<file path="config.mk">
export PLATFORM = sky130hd
export DESIGN_NAME = trapezoid_profile_axis_flat
export DESIGN_NICKNAME = d
export VERILOG_FILES = /design/src/hdl/tpa_pkg.sv /design/src/hdl/tpa_if.sv /design/src/hdl/tpa_serial_mul.sv /design/src/hdl/tpa_serial_sqrt.sv /design/src/hdl/tpa_const_div.sv /design/src/hdl/trapezoid_profile_axis.sv /design/src/flat_wrapper.sv
export SDC_FILE = /design/constraint.sdc
export NUM_CORES = 1
export LEC_CHECK = 0
export BUFFER_PORTS_ARGS = -buffer_cell sky130_fd_sc_hd__buf_2
export CAP_MARGIN = 20
export CELL_PAD_IN_SITES_DETAIL_PLACEMENT = 1
export CELL_PAD_IN_SITES_GLOBAL_PLACEMENT = 1
export CORE_MARGIN = 8
export CORE_UTILIZATION = 49
export DETAILED_ROUTE_END_ITERATION = 8
export PLACE_DENSITY_LB_ADDON = 0.1
export SLEW_MARGIN = 40
export SYNTH_ARGS = -nofsm -noshare
export SYNTH_HDL_FRONTEND = slang
export SYNTH_SLANG_ARGS = --single-unit
</file>
<file path="constraint.sdc">
create_clock -name clk -period 9.2 [get_ports clk]
set_input_delay 0.92 -clock clk [delete_from_list [all_inputs] [get_ports clk]]
set_output_delay 0.92 -clock clk [all_outputs]
set_load 0.01 [all_outputs]
</file>
<file path="src/hdl/tpa_pkg.sv">
// Shared types and constants for the trapezoid profile axis planner.
// Used by the channel interfaces, the serial arithmetic units and the top level.
// No dependencies.
package tpa_pkg;

    // Field and register widths.
    localparam int POS_W      = 32;
    localparam int MS_W       = 8;
    localparam int ACCEL_W    = 24;
    localparam int SPEED_W    = 18;
    localparam int CMD_W      = 19;
    localparam int DIST_W     = 33;
    localparam int CFG_IDX_W  = 1;
    localparam int CFG_DATA_W = 24;

    // Widths of the arithmetic path.
    localparam int PROD_W     = DIST_W + ACCEL_W;
    localparam int DIVIDEND_W = 32;
    localparam int RAMP_W     = 22;
    localparam int SUM_W      = RAMP_W + 1;
    localparam int RAD_W      = 58;
    localparam int ROOT_W     = RAD_W / 2;

    // Milliseconds per second, the divisor of the ramp step.
    localparam int MS_PER_S   = 1000;

    // Register indexes of the configuration channel.
    localparam logic [CFG_IDX_W-1:0] REG_ACCEL     = 1'b0;
    localparam logic [CFG_IDX_W-1:0] REG_TOP_SPEED = 1'b1;

    // Register reset values.
    localparam logic [ACCEL_W-1:0] ACCEL_RESET     = 24'd20000;
    localparam logic [SPEED_W-1:0] TOP_SPEED_RESET = 18'd48000;

    // Limits of the elapsed time field.
    localparam logic [MS_W-1:0] MS_MIN = 8'd1;
    localparam logic [MS_W-1:0] MS_MAX = 8'd200;

    // Item operation codes.
    localparam logic OP_TICK = 1'b0;
    localparam logic OP_PLAN = 1'b1;

    typedef enum logic [2:0] {
        ST_IDLE,
        ST_DECIDE,
        ST_MUL_RAMP,
        ST_MUL_STOP,
        ST_SQRT,
        ST_FINISH
    } tpa_state_t;

    // Status of one serial arithmetic unit.
    typedef struct packed {
        logic busy;
        logic done;
    } unit_stat_t;

endpackage

</file>
<file path="src/hdl/tpa_if.sv">
// Channel interfaces of the trapezoid profile axis planner: plan/tick items,
// result items and configuration writes. Depends on tpa_pkg for field widths.
interface tpa_item_if;
    logic                              valid;
    logic                              ready;
    logic                              op;
    logic signed [tpa_pkg::POS_W-1:0]  position;
    logic        [tpa_pkg::MS_W-1:0]   elapsed_ms;
    logic signed [tpa_pkg::POS_W-1:0]  approach_point;
    logic signed [tpa_pkg::POS_W-1:0]  final_point;

    modport source (output valid, op, position, elapsed_ms, approach_point, final_point,
                    input ready);
    modport sink (input valid, op, position, elapsed_ms, approach_point, final_point,
                  output ready);
endinterface

interface tpa_result_if;
    logic                              valid;
    logic                              ready;
    logic                              moving;
    logic signed [tpa_pkg::CMD_W-1:0]  speed_cmd;
    logic signed [tpa_pkg::POS_W-1:0]  leg_end;
    logic                              hold_now;

    modport source (output valid, moving, speed_cmd, leg_end, hold_now, input ready);
    modport sink (input valid, moving, speed_cmd, leg_end, hold_now, output ready);
endinterface

interface tpa_cfg_if;
    logic                               valid;
    logic                               ready;
    logic [tpa_pkg::CFG_IDX_W-1:0]      index;
    logic [tpa_pkg::CFG_DATA_W-1:0]     data;

    modport source (output valid, index, data, input ready);
    modport sink (input valid, index, data, output ready);
endinterface

</file>
<file path="src/hdl/tpa_serial_mul.sv">
// Shift-add multiplier that retires one multiplier bit per cycle.
// Depends on tpa_pkg for the unit status struct.
module tpa_serial_mul #(
    parameter int MCAND_W  = 33,
    parameter int MPLIER_W = 24,
    localparam int PROD_W  = MCAND_W + MPLIER_W,
    localparam int CNT_W   = $clog2(MPLIER_W + 1)
) (
    input  logic                  clk,
    input  logic                  rst_n,
    input  logic                  start,
    input  logic [MCAND_W-1:0]    mcand,
    input  logic [MPLIER_W-1:0]   mplier,
    output logic [PROD_W-1:0]     product,
    output tpa_pkg::unit_stat_t   stat
);

    logic [MCAND_W-1:0]  mcand_reg;
    logic [MCAND_W-1:0]  hi_reg;
    logic [MPLIER_W-1:0] lo_reg;
    logic [CNT_W-1:0]    cnt_reg;
    logic                busy_reg;
    logic                done_reg;
    logic [MCAND_W:0]    sum;

    // The low product bits shift into the multiplier register as its bits retire.
    assign sum = {1'b0, hi_reg} + (lo_reg[0] ? {1'b0, mcand_reg} : '0);

    always_ff @(posedge clk or negedge rst_n)
    begin
        if (!rst_n)
        begin
            busy_reg <= 1'b0;
            done_reg <= 1'b0;
            cnt_reg  <= '0;
        end
        else
        begin
            done_reg <= busy_reg && (cnt_reg == CNT_W'(1));
            if (start)
            begin
                busy_reg <= 1'b1;
                cnt_reg  <= CNT_W'(MPLIER_W);
            end
            else if (busy_reg)
            begin
                cnt_reg <= cnt_reg - CNT_W'(1);
                if (cnt_reg == CNT_W'(1))
                begin
                    busy_reg <= 1'b0;
                end
            end
        end
    end

    always_ff @(posedge clk)
    begin
        if (start)
        begin
            mcand_reg <= mcand;
            hi_reg    <= '0;
            lo_reg    <= mplier;
        end
        else if (busy_reg)
        begin
            hi_reg <= sum[MCAND_W:1];
            lo_reg <= {sum[0], lo_reg[MPLIER_W-1:1]};
        end
    end

    assign product   = {hi_reg, lo_reg};
    assign stat.busy = busy_reg;
    assign stat.done = done_reg;

endmodule

</file>
<file path="src/hdl/tpa_serial_sqrt.sv">
// Restoring integer square root that produces one root bit per cycle.
// Depends on tpa_pkg for the unit status struct.
module tpa_serial_sqrt #(
    parameter int RAD_W   = 58,
    localparam int ROOT_W = RAD_W / 2,
    localparam int REM_W  = ROOT_W + 1,
    localparam int CNT_W  = $clog2(ROOT_W + 1)
) (
    input  logic                 clk,
    input  logic                 rst_n,
    input  logic                 start,
    input  logic [RAD_W-1:0]     radicand,
    output logic [ROOT_W-1:0]    root,
    output tpa_pkg::unit_stat_t  stat
);

    logic [RAD_W-1:0]  x_reg;
    logic [REM_W-1:0]  rem_reg;
    logic [ROOT_W-1:0] root_reg;
    logic [CNT_W-1:0]  cnt_reg;
    logic              busy_reg;
    logic              done_reg;

    logic [REM_W+1:0]  part;
    logic [REM_W+1:0]  trial;
    logic [REM_W+1:0]  part_diff;
    logic              fit;
    logic [REM_W-1:0]  rem_next;
    logic [ROOT_W-1:0] root_next;

    // Bring down the next two radicand bits and try the root bit as one.
    always_comb
    begin
        part      = {rem_reg, x_reg[RAD_W-1 -: 2]};
        trial     = {1'b0, root_reg, 2'b01};
        part_diff = part - trial;
        fit       = (part >= trial);
        rem_next  = fit ? part_diff[REM_W-1:0] : part[REM_W-1:0];
        root_next = {root_reg[ROOT_W-2:0], fit};
    end

    always_ff @(posedge clk or negedge rst_n)
    begin
        if (!rst_n)
        begin
            busy_reg <= 1'b0;
            done_reg <= 1'b0;
            cnt_reg  <= '0;
        end
        else
        begin
            done_reg <= busy_reg && (cnt_reg == CNT_W'(1));
            if (start)
            begin
                busy_reg <= 1'b1;
                cnt_reg  <= CNT_W'(ROOT_W);
            end
            else if (busy_reg)
            begin
                cnt_reg <= cnt_reg - CNT_W'(1);
                if (cnt_reg == CNT_W'(1))
                begin
                    busy_reg <= 1'b0;
                end
            end
        end
    end

    always_ff @(posedge clk)
    begin
        if (start)
        begin
            x_reg    <= radicand;
            rem_reg  <= '0;
            root_reg <= '0;
        end
        else if (busy_reg)
        begin
            x_reg    <= {x_reg[RAD_W-3:0], 2'b00};
            rem_reg  <= rem_next;
            root_reg <= root_next;
        end
    end

    assign root      = root_reg;
    assign stat.busy = busy_reg;
    assign stat.done = done_reg;

endmodule

</file>
<file path="src/hdl/tpa_const_div.sv">
// Restoring divider by a fixed divisor that produces one quotient bit per cycle.
// Depends on tpa_pkg for the unit status struct.
module tpa_const_div #(
    parameter int DIVIDEND_W = 32,
    parameter int DIVISOR    = 1000,
    localparam int REM_W     = $clog2(DIVISOR),
    localparam int CNT_W     = $clog2(DIVIDEND_W + 1)
) (
    input  logic                  clk,
    input  logic                  rst_n,
    input  logic                  start,
    input  logic [DIVIDEND_W-1:0] dividend,
    output logic [DIVIDEND_W-1:0] quotient,
    output tpa_pkg::unit_stat_t   stat
);

    localparam logic [REM_W:0] DIV_VAL = (REM_W + 1)'(DIVISOR);

    logic [DIVIDEND_W-1:0] n_reg;
    logic [REM_W-1:0]      r_reg;
    logic [CNT_W-1:0]      cnt_reg;
    logic                  busy_reg;
    logic                  done_reg;

    logic [REM_W:0]        part;
    logic [REM_W:0]        part_diff;
    logic                  fit;
    logic [REM_W-1:0]      r_next;

    // Quotient bits shift in at the bottom as the dividend bits leave the top.
    always_comb
    begin
        part      = {r_reg, n_reg[DIVIDEND_W-1]};
        part_diff = part - DIV_VAL;
        fit       = (part >= DIV_VAL);
        r_next    = fit ? part_diff[REM_W-1:0] : part[REM_W-1:0];
    end

    always_ff @(posedge clk or negedge rst_n)
    begin
        if (!rst_n)
        begin
            busy_reg <= 1'b0;
            done_reg <= 1'b0;
            cnt_reg  <= '0;
        end
        else
        begin
            done_reg <= busy_reg && (cnt_reg == CNT_W'(1));
            if (start)
            begin
                busy_reg <= 1'b1;
                cnt_reg  <= CNT_W'(DIVIDEND_W);
            end
            else if (busy_reg)
            begin
                cnt_reg <= cnt_reg - CNT_W'(1);
                if (cnt_reg == CNT_W'(1))
                begin
                    busy_reg <= 1'b0;
                end
            end
        end
    end

    always_ff @(posedge clk)
    begin
        if (start)
        begin
            n_reg <= dividend;
            r_reg <= '0;
        end
        else if (busy_reg)
        begin
            n_reg <= {n_reg[DIVIDEND_W-2:0], fit};
            r_reg <= r_next;
        end
    end

    assign quotient  = n_reg;
    assign stat.busy = busy_reg;
    assign stat.done = done_reg;

endmodule

</file>
<file path="src/hdl/trapezoid_profile_axis.sv">
// Top level of the single-axis trapezoid velocity planner.
// Depends on tpa_pkg, the channel interfaces in tpa_if.sv, tpa_serial_mul,
// tpa_const_div and tpa_serial_sqrt.
//
// Usage. Items arrive on the item channel and each one yields exactly one
// transfer on the result channel. A plan item (op set) loads a two-leg move,
// an approach point and a final point. Its result comes through the DECIDE and
// FINISH states; the next item is taken when the block is back in IDLE. A
// control tick (op clear) either ends a leg, reports an idle axis, or computes
// a new speed. The speed step is floor(acceleration * ms / 1000) and the
// stopping limit is floor(sqrt(2 * acceleration * distance)); both run on
// bit-serial units, so a driving tick stays in work until they are through.
// The chain that sets its time is the two 24-step shift-add products
// followed by the 29-step square root; the divide by 1000 runs alongside.
// Ticks that arrive or find the axis idle go from DECIDE straight to
// FINISH, like plans.
// The block handles one item at a time: item.ready is high only while no item
// is in work.
// The configuration channel is always ready; register 0 is the acceleration
// and register 1 the top speed. Write them only while no item is in work.
// Reset clears the axis state (idle, first leg, zero points and speed) and
// loads the register defaults. When the receiver stalls, the result holds in
// the output register and the next finished item waits until it is taken.
module trapezoid_profile_axis (
    input  logic          clk,
    input  logic          rst_n,
    tpa_cfg_if.sink       cfg,
    tpa_item_if.sink      item,
    tpa_result_if.source  result
);

    localparam int POS_W   = tpa_pkg::POS_W;
    localparam int DIST_W  = tpa_pkg::DIST_W;
    localparam int ACCEL_W = tpa_pkg::ACCEL_W;
    localparam int SPEED_W = tpa_pkg::SPEED_W;
    localparam int CMD_W   = tpa_pkg::CMD_W;
    localparam int MS_W    = tpa_pkg::MS_W;
    localparam int PROD_W  = tpa_pkg::PROD_W;
    localparam int DVD_W   = tpa_pkg::DIVIDEND_W;
    localparam int RAMP_W  = tpa_pkg::RAMP_W;
    localparam int SUM_W   = tpa_pkg::SUM_W;
    localparam int RAD_W   = tpa_pkg::RAD_W;
    localparam int ROOT_W  = tpa_pkg::ROOT_W;

    tpa_pkg::tpa_state_t state_reg;
    tpa_pkg::tpa_state_t state_next;

    // Configuration registers.
    logic [ACCEL_W-1:0] accel_reg;
    logic [SPEED_W-1:0] top_speed_reg;

    // Axis state.
    logic               active_reg;
    logic               second_leg_reg;
    logic [POS_W-1:0]   via_reg;
    logic [POS_W-1:0]   goal_reg;
    logic [SPEED_W-1:0] cur_speed_reg;

    // Captured item.
    logic               op_reg;
    logic [POS_W-1:0]   pos_reg;
    logic [MS_W-1:0]    ms_reg;
    logic [POS_W-1:0]   ap_reg;
    logic [POS_W-1:0]   fp_reg;

    // Staged result of the item in work.
    logic [DIST_W-1:0]  dist_reg;
    logic               neg_reg;
    logic               res_moving_reg;
    logic [POS_W-1:0]   res_leg_reg;
    logic               res_hold_reg;
    logic               res_drive_reg;

    // Output register.
    logic               out_valid_reg;
    logic               out_moving_reg;
    logic [CMD_W-1:0]   out_speed_reg;
    logic [POS_W-1:0]   out_leg_reg;
    logic               out_hold_reg;

    // Decision logic of the captured item.
    logic [POS_W-1:0]   cur_leg;
    logic [POS_W-1:0]   sub_b_src;
    logic [DIST_W-1:0]  sub_a;
    logic [DIST_W-1:0]  sub_b;
    logic               plan_active;
    logic               plan_second;
    logic               plan_keep;
    logic               tick_switch;
    logic [DIST_W-1:0]  tick_rem;
    logic [POS_W-1:0]   tick_leg;
    logic               tick_arrive;
    logic               tick_drive;
    logic [DIST_W-1:0]  tick_dist;
    logic [MS_W-1:0]    ms_sat;
    logic               decide_drive;

    // Serial unit connections.
    logic                 mul_start;
    logic [DIST_W-1:0]    mul_mcand;
    logic [ACCEL_W-1:0]   mul_mplier;
    logic [PROD_W-1:0]    mul_prod;
    tpa_pkg::unit_stat_t  mul_stat;
    logic                 div_start;
    logic [DVD_W-1:0]     div_quot;
    tpa_pkg::unit_stat_t  div_stat;
    logic                 sqrt_start;
    logic [RAD_W-1:0]     sqrt_rad;
    logic [ROOT_W-1:0]    sqrt_root;
    tpa_pkg::unit_stat_t  sqrt_stat;

    // Speed clamp chain.
    logic [SUM_W-1:0]   v_sum;
    logic [SPEED_W-1:0] v_top;
    logic [SPEED_W-1:0] v_stop;
    logic [SPEED_W-1:0] v_next;
    logic [CMD_W-1:0]   cmd_next;
    logic               finish_go;

    // The configuration port never pushes back.
    assign cfg.ready = 1'b1;

    // ------------------------------------------------------------------
    // Decision on the captured item. Both differences are exact 33-bit values.
    // A plan compares the old leg with the new approach point; a tick needs the
    // current leg and, in case the approach leg ends now, the final point.
    // ------------------------------------------------------------------
    always_comb
    begin
        cur_leg   = second_leg_reg ? goal_reg : via_reg;
        sub_b_src = (op_reg == tpa_pkg::OP_PLAN) ? ap_reg : goal_reg;
        sub_a     = {cur_leg[POS_W-1], cur_leg} - {pos_reg[POS_W-1], pos_reg};
        sub_b     = {sub_b_src[POS_W-1], sub_b_src} - {pos_reg[POS_W-1], pos_reg};

        // When both points match, the second leg starts at once and its end is
        // the approach point as well, so the new leg end is always the latter.
        plan_active = (ap_reg != pos_reg) || (fp_reg != pos_reg);
        plan_second = (ap_reg == fp_reg);
        plan_keep   = active_reg && (sub_a != '0) && (sub_b != '0)
                      && (sub_a[DIST_W-1] == sub_b[DIST_W-1]);

        tick_switch = active_reg && (sub_a == '0) && !second_leg_reg;
        tick_rem    = tick_switch ? sub_b : sub_a;
        tick_leg    = tick_switch ? goal_reg : cur_leg;
        tick_arrive = active_reg && (tick_rem == '0);
        tick_drive  = active_reg && !tick_arrive;
        tick_dist   = tick_rem[DIST_W-1] ? (~tick_rem + DIST_W'(1)) : tick_rem;

        if (ms_reg < tpa_pkg::MS_MIN)
        begin
            ms_sat = tpa_pkg::MS_MIN;
        end
        else if (ms_reg > tpa_pkg::MS_MAX)
        begin
            ms_sat = tpa_pkg::MS_MAX;
        end
        else
        begin
            ms_sat = ms_reg;
        end

        decide_drive = (op_reg == tpa_pkg::OP_TICK) && tick_drive;
    end

    // ------------------------------------------------------------------
    // New speed: ramp from the current speed, then clamp to the top speed,
    // to the stopping limit and to at least one microstep per second.
    // ------------------------------------------------------------------
    always_comb
    begin
        v_sum  = SUM_W'(cur_speed_reg) + SUM_W'(div_quot[RAMP_W-1:0]);
        v_top  = (v_sum > SUM_W'(top_speed_reg)) ? top_speed_reg : v_sum[SPEED_W-1:0];
        v_stop = (ROOT_W'(v_top) > sqrt_root) ? sqrt_root[SPEED_W-1:0] : v_top;
        v_next = (v_stop == '0) ? SPEED_W'(1) : v_stop;
        cmd_next = neg_reg ? (~CMD_W'(v_next) + CMD_W'(1)) : CMD_W'(v_next);
    end

    // ------------------------------------------------------------------
    // Sequencer: next state.
    // ------------------------------------------------------------------
    always_comb
    begin
        state_next = state_reg;
        case (state_reg)
            tpa_pkg::ST_IDLE:
            begin
                if (item.valid)
                begin
                    state_next = tpa_pkg::ST_DECIDE;
                end
            end
            tpa_pkg::ST_DECIDE:
            begin
                state_next = decide_drive ? tpa_pkg::ST_MUL_RAMP : tpa_pkg::ST_FINISH;
            end
            tpa_pkg::ST_MUL_RAMP:
            begin
                if (mul_stat.done)
                begin
                    state_next = tpa_pkg::ST_MUL_STOP;
                end
            end
            tpa_pkg::ST_MUL_STOP:
            begin
                if (mul_stat.done)
                begin
                    state_next = tpa_pkg::ST_SQRT;
                end
            end
            tpa_pkg::ST_SQRT:
            begin
                if (sqrt_stat.done)
                begin
                    state_next = tpa_pkg::ST_FINISH;
                end
            end
            tpa_pkg::ST_FINISH:
            begin
                if (finish_go)
                begin
                    state_next = tpa_pkg::ST_IDLE;
                end
            end
            default:
            begin
                state_next = tpa_pkg::ST_IDLE;
            end
        endcase
    end

    // ------------------------------------------------------------------
    // Sequencer: outputs. The first product is acceleration times the
    // saturated milliseconds, the second acceleration times the distance.
    // The divide by 1000 starts on the first product and overlaps the rest.
    // ------------------------------------------------------------------
    always_comb
    begin
        item.ready = 1'b0;
        mul_start  = 1'b0;
        mul_mcand  = dist_reg;
        mul_mplier = accel_reg;
        div_start  = 1'b0;
        sqrt_start = 1'b0;
        finish_go  = 1'b0;
        case (state_reg)
            tpa_pkg::ST_IDLE:
            begin
                item.ready = 1'b1;
            end
            tpa_pkg::ST_DECIDE:
            begin
                mul_start  = decide_drive;
                mul_mcand  = DIST_W'(accel_reg);
                mul_mplier = ACCEL_W'(ms_sat);
            end
            tpa_pkg::ST_MUL_RAMP:
            begin
                mul_start = mul_stat.done;
                div_start = mul_stat.done;
            end
            tpa_pkg::ST_MUL_STOP:
            begin
                sqrt_start = mul_stat.done;
            end
            tpa_pkg::ST_SQRT:
            begin
                sqrt_start = 1'b0;
            end
            tpa_pkg::ST_FINISH:
            begin
                finish_go = !div_stat.busy && (!out_valid_reg || result.ready);
            end
            default:
            begin
                item.ready = 1'b0;
            end
        endcase
    end

    assign sqrt_rad = {1'b0, mul_prod[PROD_W-2:0], 1'b0};

    tpa_serial_mul #(
        .MCAND_W  (DIST_W),
        .MPLIER_W (ACCEL_W)
    ) u_mul (
        .clk     (clk),
        .rst_n   (rst_n),
        .start   (mul_start),
        .mcand   (mul_mcand),
        .mplier  (mul_mplier),
        .product (mul_prod),
        .stat    (mul_stat)
    );

    tpa_const_div #(
        .DIVIDEND_W (DVD_W),
        .DIVISOR    (tpa_pkg::MS_PER_S)
    ) u_div (
        .clk      (clk),
        .rst_n    (rst_n),
        .start    (div_start),
        .dividend (mul_prod[DVD_W-1:0]),
        .quotient (div_quot),
        .stat     (div_stat)
    );

    tpa_serial_sqrt #(
        .RAD_W (RAD_W)
    ) u_sqrt (
        .clk      (clk),
        .rst_n    (rst_n),
        .start    (sqrt_start),
        .radicand (sqrt_rad),
        .root     (sqrt_root),
        .stat     (sqrt_stat)
    );

    // ------------------------------------------------------------------
    // Control registers: state, configuration, axis state, output valid.
    // ------------------------------------------------------------------
    always_ff @(posedge clk or negedge rst_n)
    begin
        if (!rst_n)
        begin
            state_reg      <= tpa_pkg::ST_IDLE;
            accel_reg      <= tpa_pkg::ACCEL_RESET;
            top_speed_reg  <= tpa_pkg::TOP_SPEED_RESET;
            active_reg     <= 1'b0;
            second_leg_reg <= 1'b0;
            via_reg        <= '0;
            goal_reg       <= '0;
            cur_speed_reg  <= '0;
            out_valid_reg  <= 1'b0;
        end
        else
        begin
            state_reg <= state_next;

            if (cfg.valid && cfg.ready)
            begin
                case (cfg.index)
                    tpa_pkg::REG_ACCEL:     accel_reg     <= cfg.data[ACCEL_W-1:0];
                    tpa_pkg::REG_TOP_SPEED: top_speed_reg <= cfg.data[SPEED_W-1:0];
                    default:                accel_reg     <= accel_reg;
                endcase
            end

            if (state_reg == tpa_pkg::ST_DECIDE)
            begin
                if (op_reg == tpa_pkg::OP_PLAN)
                begin
                    via_reg        <= ap_reg;
                    goal_reg       <= fp_reg;
                    second_leg_reg <= plan_second;
                    active_reg     <= plan_active;
                    if (!plan_keep)
                    begin
                        cur_speed_reg <= '0;
                    end
                end
                else
                begin
                    // Reaching the approach point starts the final leg from rest.
                    if (tick_switch)
                    begin
                        second_leg_reg <= 1'b1;
                        cur_speed_reg  <= '0;
                    end
                    if (tick_arrive)
                    begin
                        active_reg <= 1'b0;
                    end
                end
            end

            if (finish_go && res_drive_reg)
            begin
                cur_speed_reg <= v_next;
            end

            if (finish_go)
            begin
                out_valid_reg <= 1'b1;
            end
            else if (result.ready)
            begin
                out_valid_reg <= 1'b0;
            end
        end
    end

    // ------------------------------------------------------------------
    // Payload registers: captured item, staged result, output fields.
    // ------------------------------------------------------------------
    always_ff @(posedge clk)
    begin
        if (item.valid && item.ready)
        begin
            op_reg  <= item.op;
            pos_reg <= item.position;
            ms_reg  <= item.elapsed_ms;
            ap_reg  <= item.approach_point;
            fp_reg  <= item.final_point;
        end

        if (state_reg == tpa_pkg::ST_DECIDE)
        begin
            dist_reg <= tick_dist;
            neg_reg  <= tick_rem[DIST_W-1];
            if (op_reg == tpa_pkg::OP_PLAN)
            begin
                res_moving_reg <= plan_active;
                res_leg_reg    <= ap_reg;
                res_hold_reg   <= 1'b0;
                res_drive_reg  <= 1'b0;
            end
            else
            begin
                res_moving_reg <= tick_drive;
                res_leg_reg    <= tick_leg;
                res_hold_reg   <= tick_arrive;
                res_drive_reg  <= tick_drive;
            end
        end

        if (finish_go)
        begin
            out_moving_reg <= res_moving_reg;
            out_leg_reg    <= res_leg_reg;
            out_hold_reg   <= res_hold_reg;
            out_speed_reg  <= res_drive_reg ? cmd_next : '0;
        end
    end

    assign result.valid     = out_valid_reg;
    assign result.moving    = out_moving_reg;
    assign result.speed_cmd = out_speed_reg;
    assign result.leg_end   = out_leg_reg;
    assign result.hold_now  = out_hold_reg;

    // ------------------------------------------------------------------
    // Assertions.
    // ------------------------------------------------------------------

    // An arrival never drives the motor and leaves the axis stopped.
    a_hold_stops: assert property (@(posedge clk) disable iff (!rst_n)
        result.valid && result.hold_now |-> !result.moving && (result.speed_cmd == '0))
        else $error("hold result with motion");

    // A driving tick always commands a nonzero speed.
    a_drive_nonzero: assert property (@(posedge clk) disable iff (!rst_n)
        finish_go && res_drive_reg |=> (result.speed_cmd != '0))
        else $error("driving tick with zero speed");

    // The stored speed never passes the ceiling, or one when the ceiling is zero.
    a_speed_ceiling: assert property (@(posedge clk) disable iff (!rst_n)
        finish_go && res_drive_reg
        |=> (cur_speed_reg <= top_speed_reg) || (cur_speed_reg == SPEED_W'(1)))
        else $error("speed above ceiling");

    // The product and the root unit never work at the same time.
    a_units_exclusive: assert property (@(posedge clk) disable iff (!rst_n)
        !(mul_stat.busy && sqrt_stat.busy))
        else $error("multiplier and square root overlap");

    // A new item is taken only when every serial unit has finished.
    a_ready_quiet: assert property (@(posedge clk) disable iff (!rst_n)
        item.ready |-> !mul_stat.busy && !sqrt_stat.busy && !div_stat.busy)
        else $error("item taken while a unit is busy");

endmodule

</file>
<file path="src/flat_wrapper.sv">
// flat-port wrapper written by rule: the top's interface ports become plain ports
module trapezoid_profile_axis_flat 
  (clk, rst_n, cfg_valid, cfg_index, cfg_data, cfg_ready, item_valid, item_op, item_position, item_elapsed_ms, item_approach_point, item_final_point, item_ready, result_valid, result_moving, result_speed_cmd, result_leg_end, result_hold_now, result_ready);
  tpa_cfg_if cfg_i ();
  tpa_item_if item_i ();
  tpa_result_if result_i ();
  input  logic clk;
  input  logic rst_n;
  input wire logic [$bits(cfg_i.valid)-1:0] cfg_valid;
  input wire logic [$bits(cfg_i.index)-1:0] cfg_index;
  input wire logic [$bits(cfg_i.data)-1:0] cfg_data;
  output wire logic [$bits(cfg_i.ready)-1:0] cfg_ready;
  input wire logic [$bits(item_i.valid)-1:0] item_valid;
  input wire logic [$bits(item_i.op)-1:0] item_op;
  input wire logic [$bits(item_i.position)-1:0] item_position;
  input wire logic [$bits(item_i.elapsed_ms)-1:0] item_elapsed_ms;
  input wire logic [$bits(item_i.approach_point)-1:0] item_approach_point;
  input wire logic [$bits(item_i.final_point)-1:0] item_final_point;
  output wire logic [$bits(item_i.ready)-1:0] item_ready;
  output wire logic [$bits(result_i.valid)-1:0] result_valid;
  output wire logic [$bits(result_i.moving)-1:0] result_moving;
  output wire logic [$bits(result_i.speed_cmd)-1:0] result_speed_cmd;
  output wire logic [$bits(result_i.leg_end)-1:0] result_leg_end;
  output wire logic [$bits(result_i.hold_now)-1:0] result_hold_now;
  input wire logic [$bits(result_i.ready)-1:0] result_ready;
  assign cfg_i.valid = cfg_valid;
  assign cfg_i.index = cfg_index;
  assign cfg_i.data = cfg_data;
  assign cfg_ready = cfg_i.ready;
  assign item_i.valid = item_valid;
  assign item_i.op = item_op;
  assign item_i.position = item_position;
  assign item_i.elapsed_ms = item_elapsed_ms;
  assign item_i.approach_point = item_approach_point;
  assign item_i.final_point = item_final_point;
  assign item_ready = item_i.ready;
  assign result_valid = result_i.valid;
  assign result_moving = result_i.moving;
  assign result_speed_cmd = result_i.speed_cmd;
  assign result_leg_end = result_i.leg_end;
  assign result_hold_now = result_i.hold_now;
  assign result_i.ready = result_ready;
  trapezoid_profile_axis u_core (.clk(clk), .rst_n(rst_n), .cfg(cfg_i), .item(item_i), .result(result_i));
endmodule
</file>
==> results <==
- The flow ran to the end, and the final reports show no timing, DRC or antenna violations.
- The post-cts hold buffer count is 0.
- The total global-route track usage is 0.2734.
- The critical path is of the reg2reg type.
- Clock-pin slew was measured on the worst setup and hold paths at 60 ps.
- The H-tree level count is 3.
- The most common flop cell mapped by yosys is sky130_fd_sc_hd__edfxtp_1.
- The startpoint kind of the worst setup timing path is a flip-flop.
- The initial antenna violation count is 0.
- The slew at the pin closest to its max-slew limit is 938.4 ps.
- The total overflow left after global routing is 0.
- Counting cells, the worst reg-to-reg path comes to 36.
- The cell sitting at the root of the clock tree is a sky130_fd_sc_hd__clkbuf_16.
- Entering global routing, the biggest net connects 85 pins.
- Summed over all cells, the static leakage comes to 17.11 nW.
- The proportion of synthesized chip area in sequential cells is 0.4583.
- The global placer's final weighted congestion is 0.9311.
- At the later pin of the worst-skew pair, clock insertion delay measures 630 ps.
- In this run the count of I/O pins placed on the die edge is 191.
- A synthesized cell averages 9.594 um^2.
- In the routed layout, each cell is associated on average with a via count of 5.970.
- The library cell with the largest summed area after synthesis is sky130_fd_sc_hd__edfxtp_1.
- The maximum fanout count along the critical path is 13.
- The path class of the tightest hold or removal check is in2async.
- In this run, the number of DRC markers left after iteration 0 of detailed routing was 1867.
- The maximum clock insertion buffer count is 3.
- The total design power is 0.01678 W.
- The diode insertion count for antenna repair is 0.
- The post-synthesis instance area is 0.03715 mm^2.
- The register with the most flip-flops in the layout has 57 of them.
- The number of synthesized flops with an enable pin is 372.
- The sink count of the clock tree is 626.
- By area the synthesized netlist is led by sky130_fd_sc_hd__edfxtp_1 (30%), sky130_fd_sc_hd__dfrtp_1 (9.4%), sky130_fd_sc_hd__ha_1 (6.5%).
- Setup violations remaining at the end of the flow were counted as 0.
- The count of cell types in the netlist is 100.
- The count of TritonRoute iterations in the first routing pass is 5.
- The critical path data arrival time is 8970 ps.
- The longest individual stage delay on the worst path is 430 ps.
- The final number of hold-violating endpoints is 0.
- The final critical-path required period is 8593 ps.
- The number of vias after detailed routing is 30286.
- The setup clock skew after layout is 21.91 ps.
- The worst pin sits at a relative slew slack of 0.3686.
- The async set or reset register ratio after synthesis is 0.2412.
- The worst path required time is 9580 ps.
- After floorplanning, the core was divided into 101 placement rows.
- The placed wire-length estimate after detailed placement is 89.45 mm.
- The die covers 0.08488 mm^2.
- Of the cells placed in the final design, the portion with a size suffix greater than 1 is 0.1377.
- The power density relative to cell area is 401.5 mW/mm^2.
- The number of routed nets with antenna violations is 0.
- The chip width is 291.3 um.
- The fraction of synthesized cell area taken by the top area cell type is 0.3007.
- The floorplan step defined a core boundary enclosing 0.07544 mm^2.
- The largest vdd supply drop is 237.8 uV.
- The number of buffer cells added on primary ports is 189.
- The fmax is 116.4 MHz.
- The clock buffer count from CTS is 72.
- The number of pins with negative max-slew slack in the final report came to 0.
- The number of warnings reported in the yosys synthesis log is 0.
- Leaving out fill and tap cells, the most frequent cell in the layout is sky130_fd_sc_hd__nand2_1.
- Relative to the synthesized area, the layout overhead comes to 12.51%.
- Setup repair after global routing left no endpoint under its margin.
- Dividing the detail-routed wire length by the instance count gives 23.57 um.
- For this run, the post-layout net count is 4366.
- The cell type of the slowest stage on the worst timing path is sky130_fd_sc_hd__fa_1.
- The top cell types in the final layout, fill and taps aside, are sky130_fd_sc_hd__nand2_1 (576), sky130_fd_sc_hd__edfxtp_1 (372), sky130_fd_sc_hd__nor2_1 (295), sky130_fd_sc_hd__o21ai_0 (244), sky130_fd_sc_hd__a21oi_1 (221).
- From bottom edge to top edge, the die measures 291.3 um.
- The number of global-route vias before repair is 31323.
- The routed design has 119.6 mm of wire.
- STA classifies the critical path endpoint as a flip-flop.
- The flip-flop and latch count after synthesis is 626.
- The share of the cycle needed by the critical path after routing is 0.9341.
- For this run, design rule violations remaining after detail routing come to 0.
- The first global-routing pass estimated 184.9 mm of wire.
- The starting density of the core is 0.4924.
- Synthesis produced a netlist whose cell count is 3872.
- The post-synth net total is 4203.
- TritonCTS built the clock tree.
- The total negative slack for setup checks is 0 ps.
- The total of max-cap violations is 0.
synth_stat cells, types with 10 or more instances:
library cell / n
sky130_fd_sc_hd__o21ai_1: 16
sky130_fd_sc_hd__o21a_1: 30
sky130_fd_sc_hd__and2_1: 70
sky130_fd_sc_hd__nor2b_1: 28
sky130_fd_sc_hd__buf_2: 18
sky130_fd_sc_hd__or3_1: 18
sky130_fd_sc_hd__xnor2_1: 166
sky130_fd_sc_hd__nor4_1: 30
sky130_fd_sc_hd__nand2b_1: 38
sky130_fd_sc_hd__dfxtp_1: 103
sky130_fd_sc_hd__mux2_2: 115
sky130_fd_sc_hd__nand2_1: 577
sky130_fd_sc_hd__xor2_1: 57
sky130_fd_sc_hd__o31ai_1: 14
sky130_fd_sc_hd__ha_1: 192
sky130_fd_sc_hd__nand3_1: 78
sky130_fd_sc_hd__mux2i_1: 83
sky130_fd_sc_hd__o21bai_1: 16
sky130_fd_sc_hd__inv_1: 175
sky130_fd_sc_hd__and3_1: 36
sky130_fd_sc_hd__dfrtp_1: 139
sky130_fd_sc_hd__or2_2: 16
sky130_fd_sc_hd__a21o_1: 61
sky130_fd_sc_hd__nand4_1: 65
sky130_fd_sc_hd__a211oi_1: 65
sky130_fd_sc_hd__edfxtp_1: 372
sky130_fd_sc_hd__o311a_1: 12
sky130_fd_sc_hd__a21oi_1: 223
sky130_fd_sc_hd__nor3_1: 74
sky130_fd_sc_hd__o21ai_0: 248
sky130_fd_sc_hd__dfstp_2: 12
sky130_fd_sc_hd__a211o_1: 10
sky130_fd_sc_hd__nor2_1: 298
sky130_fd_sc_hd__a22o_1: 17
sky130_fd_sc_hd__o211ai_1: 26
sky130_fd_sc_hd__clkbuf_1: 134
sky130_fd_sc_hd__nand3b_1: 10
sky130_fd_sc_hd__a311oi_1: 10
sky130_fd_sc_hd__a31oi_1: 31
sky130_fd_sc_hd__nor3b_1: 10
final cells by class:
| cell class | instances | area, um^2 |
|---|---|---|
| clock buffer | 103 | 2062 |
| timing repair buffer | 255 | 1513 |
| clock inverter | 31 | 392.9 |
| multi-input combinational | 2903 | 18910 |
| sequential | 626 | 17030 |
| tap | 978 | 1224 |
| inverter | 177 | 666.9 |
| fill | 8499 | 33650 |
timing repair:
item / in CTS / in global routing
gates resized for setup: 0 / 15
endpoints found under the setup margin: 0 / 10
hold endpoints to repair: 0 / 0
setup buffers: 0 / 3
critical path: cells and delay by family (launching register included):
kind                     cells  cell delay (ps)
buffers and inverters        1              210
AO/OA/AOI/OAI               19             3980
flip-flops                   1              400
multiplexers                 1              350
XOR/XNOR                     1              200
adder cells (fa/ha/maj)      5             1520
AND/OR/NAND/NOR              9             1680
layer usage:
layer,vias up,track usage,share of wire
li1,14307,-,-
met1,15023,0.3504,0.43
met2,728,0.4666,0.48
met3,228,0.03253,0.041
met4,0,0.1147,0.045
met5,-,0,0
logic make-up after synthesis:
kind of cell               synth area share
xor gates and xnor gates            0.05257
muxes                               0.05753
other                             0.0001009
AOI/OAI and AO/OA                    0.1546
DFF                                  0.4583
and+or+nand+nor                      0.1741
adders and majority gates           0.06682
buffers and inverters               0.03600
worst paths after layout:
| kind | startpoint | endpoint | slack (ps) |
|---|---|---|---|
| worst max-delay path | u_core.u_div.quotient[0] | u_core.result.speed_cmd[16] | 610 |
| min in group clk | u_core.res_leg_reg[26] | u_core.result.leg_end[26] | 410 |
| worst max register to register | u_core.u_div.quotient[0] | u_core.result.speed_cmd[16] | 610 |
| max in group asynchronous | rst_n | u_core.u_sqrt.busy_reg | 7840 |
| worst min-delay path | rst_n | u_core.cur_speed_reg[17] | 280 |
| worst min register to register | u_core.res_leg_reg[26] | u_core.result.leg_end[26] | 410 |
stage by stage:
stage                     cell area (um^2)  hold WS [ps]  setup slack [ps]  cells  utilization
final                                41800         279.5             606.5   5073       0.5540
after floorplan                      37150         400.3             478.1   3872            -
after CTS                            41680         265.5             89.71   5068       0.5525
after detailed placement             39230         405.2             160.5   4934       0.5199
after global routing                 41800         302.8             56.48   5073       0.5540
after global placement               39200         401.7             371.3   4933       0.5196
power breakdown:
group / switching [W] / internal, W
registers: 0.000646 / 0.00422
logic: 0.00551 / 0.00340
clock network: 0.00123 / 0.00177
total: 0.00739 / 0.00940
Power figures use the tool's default switching activity.
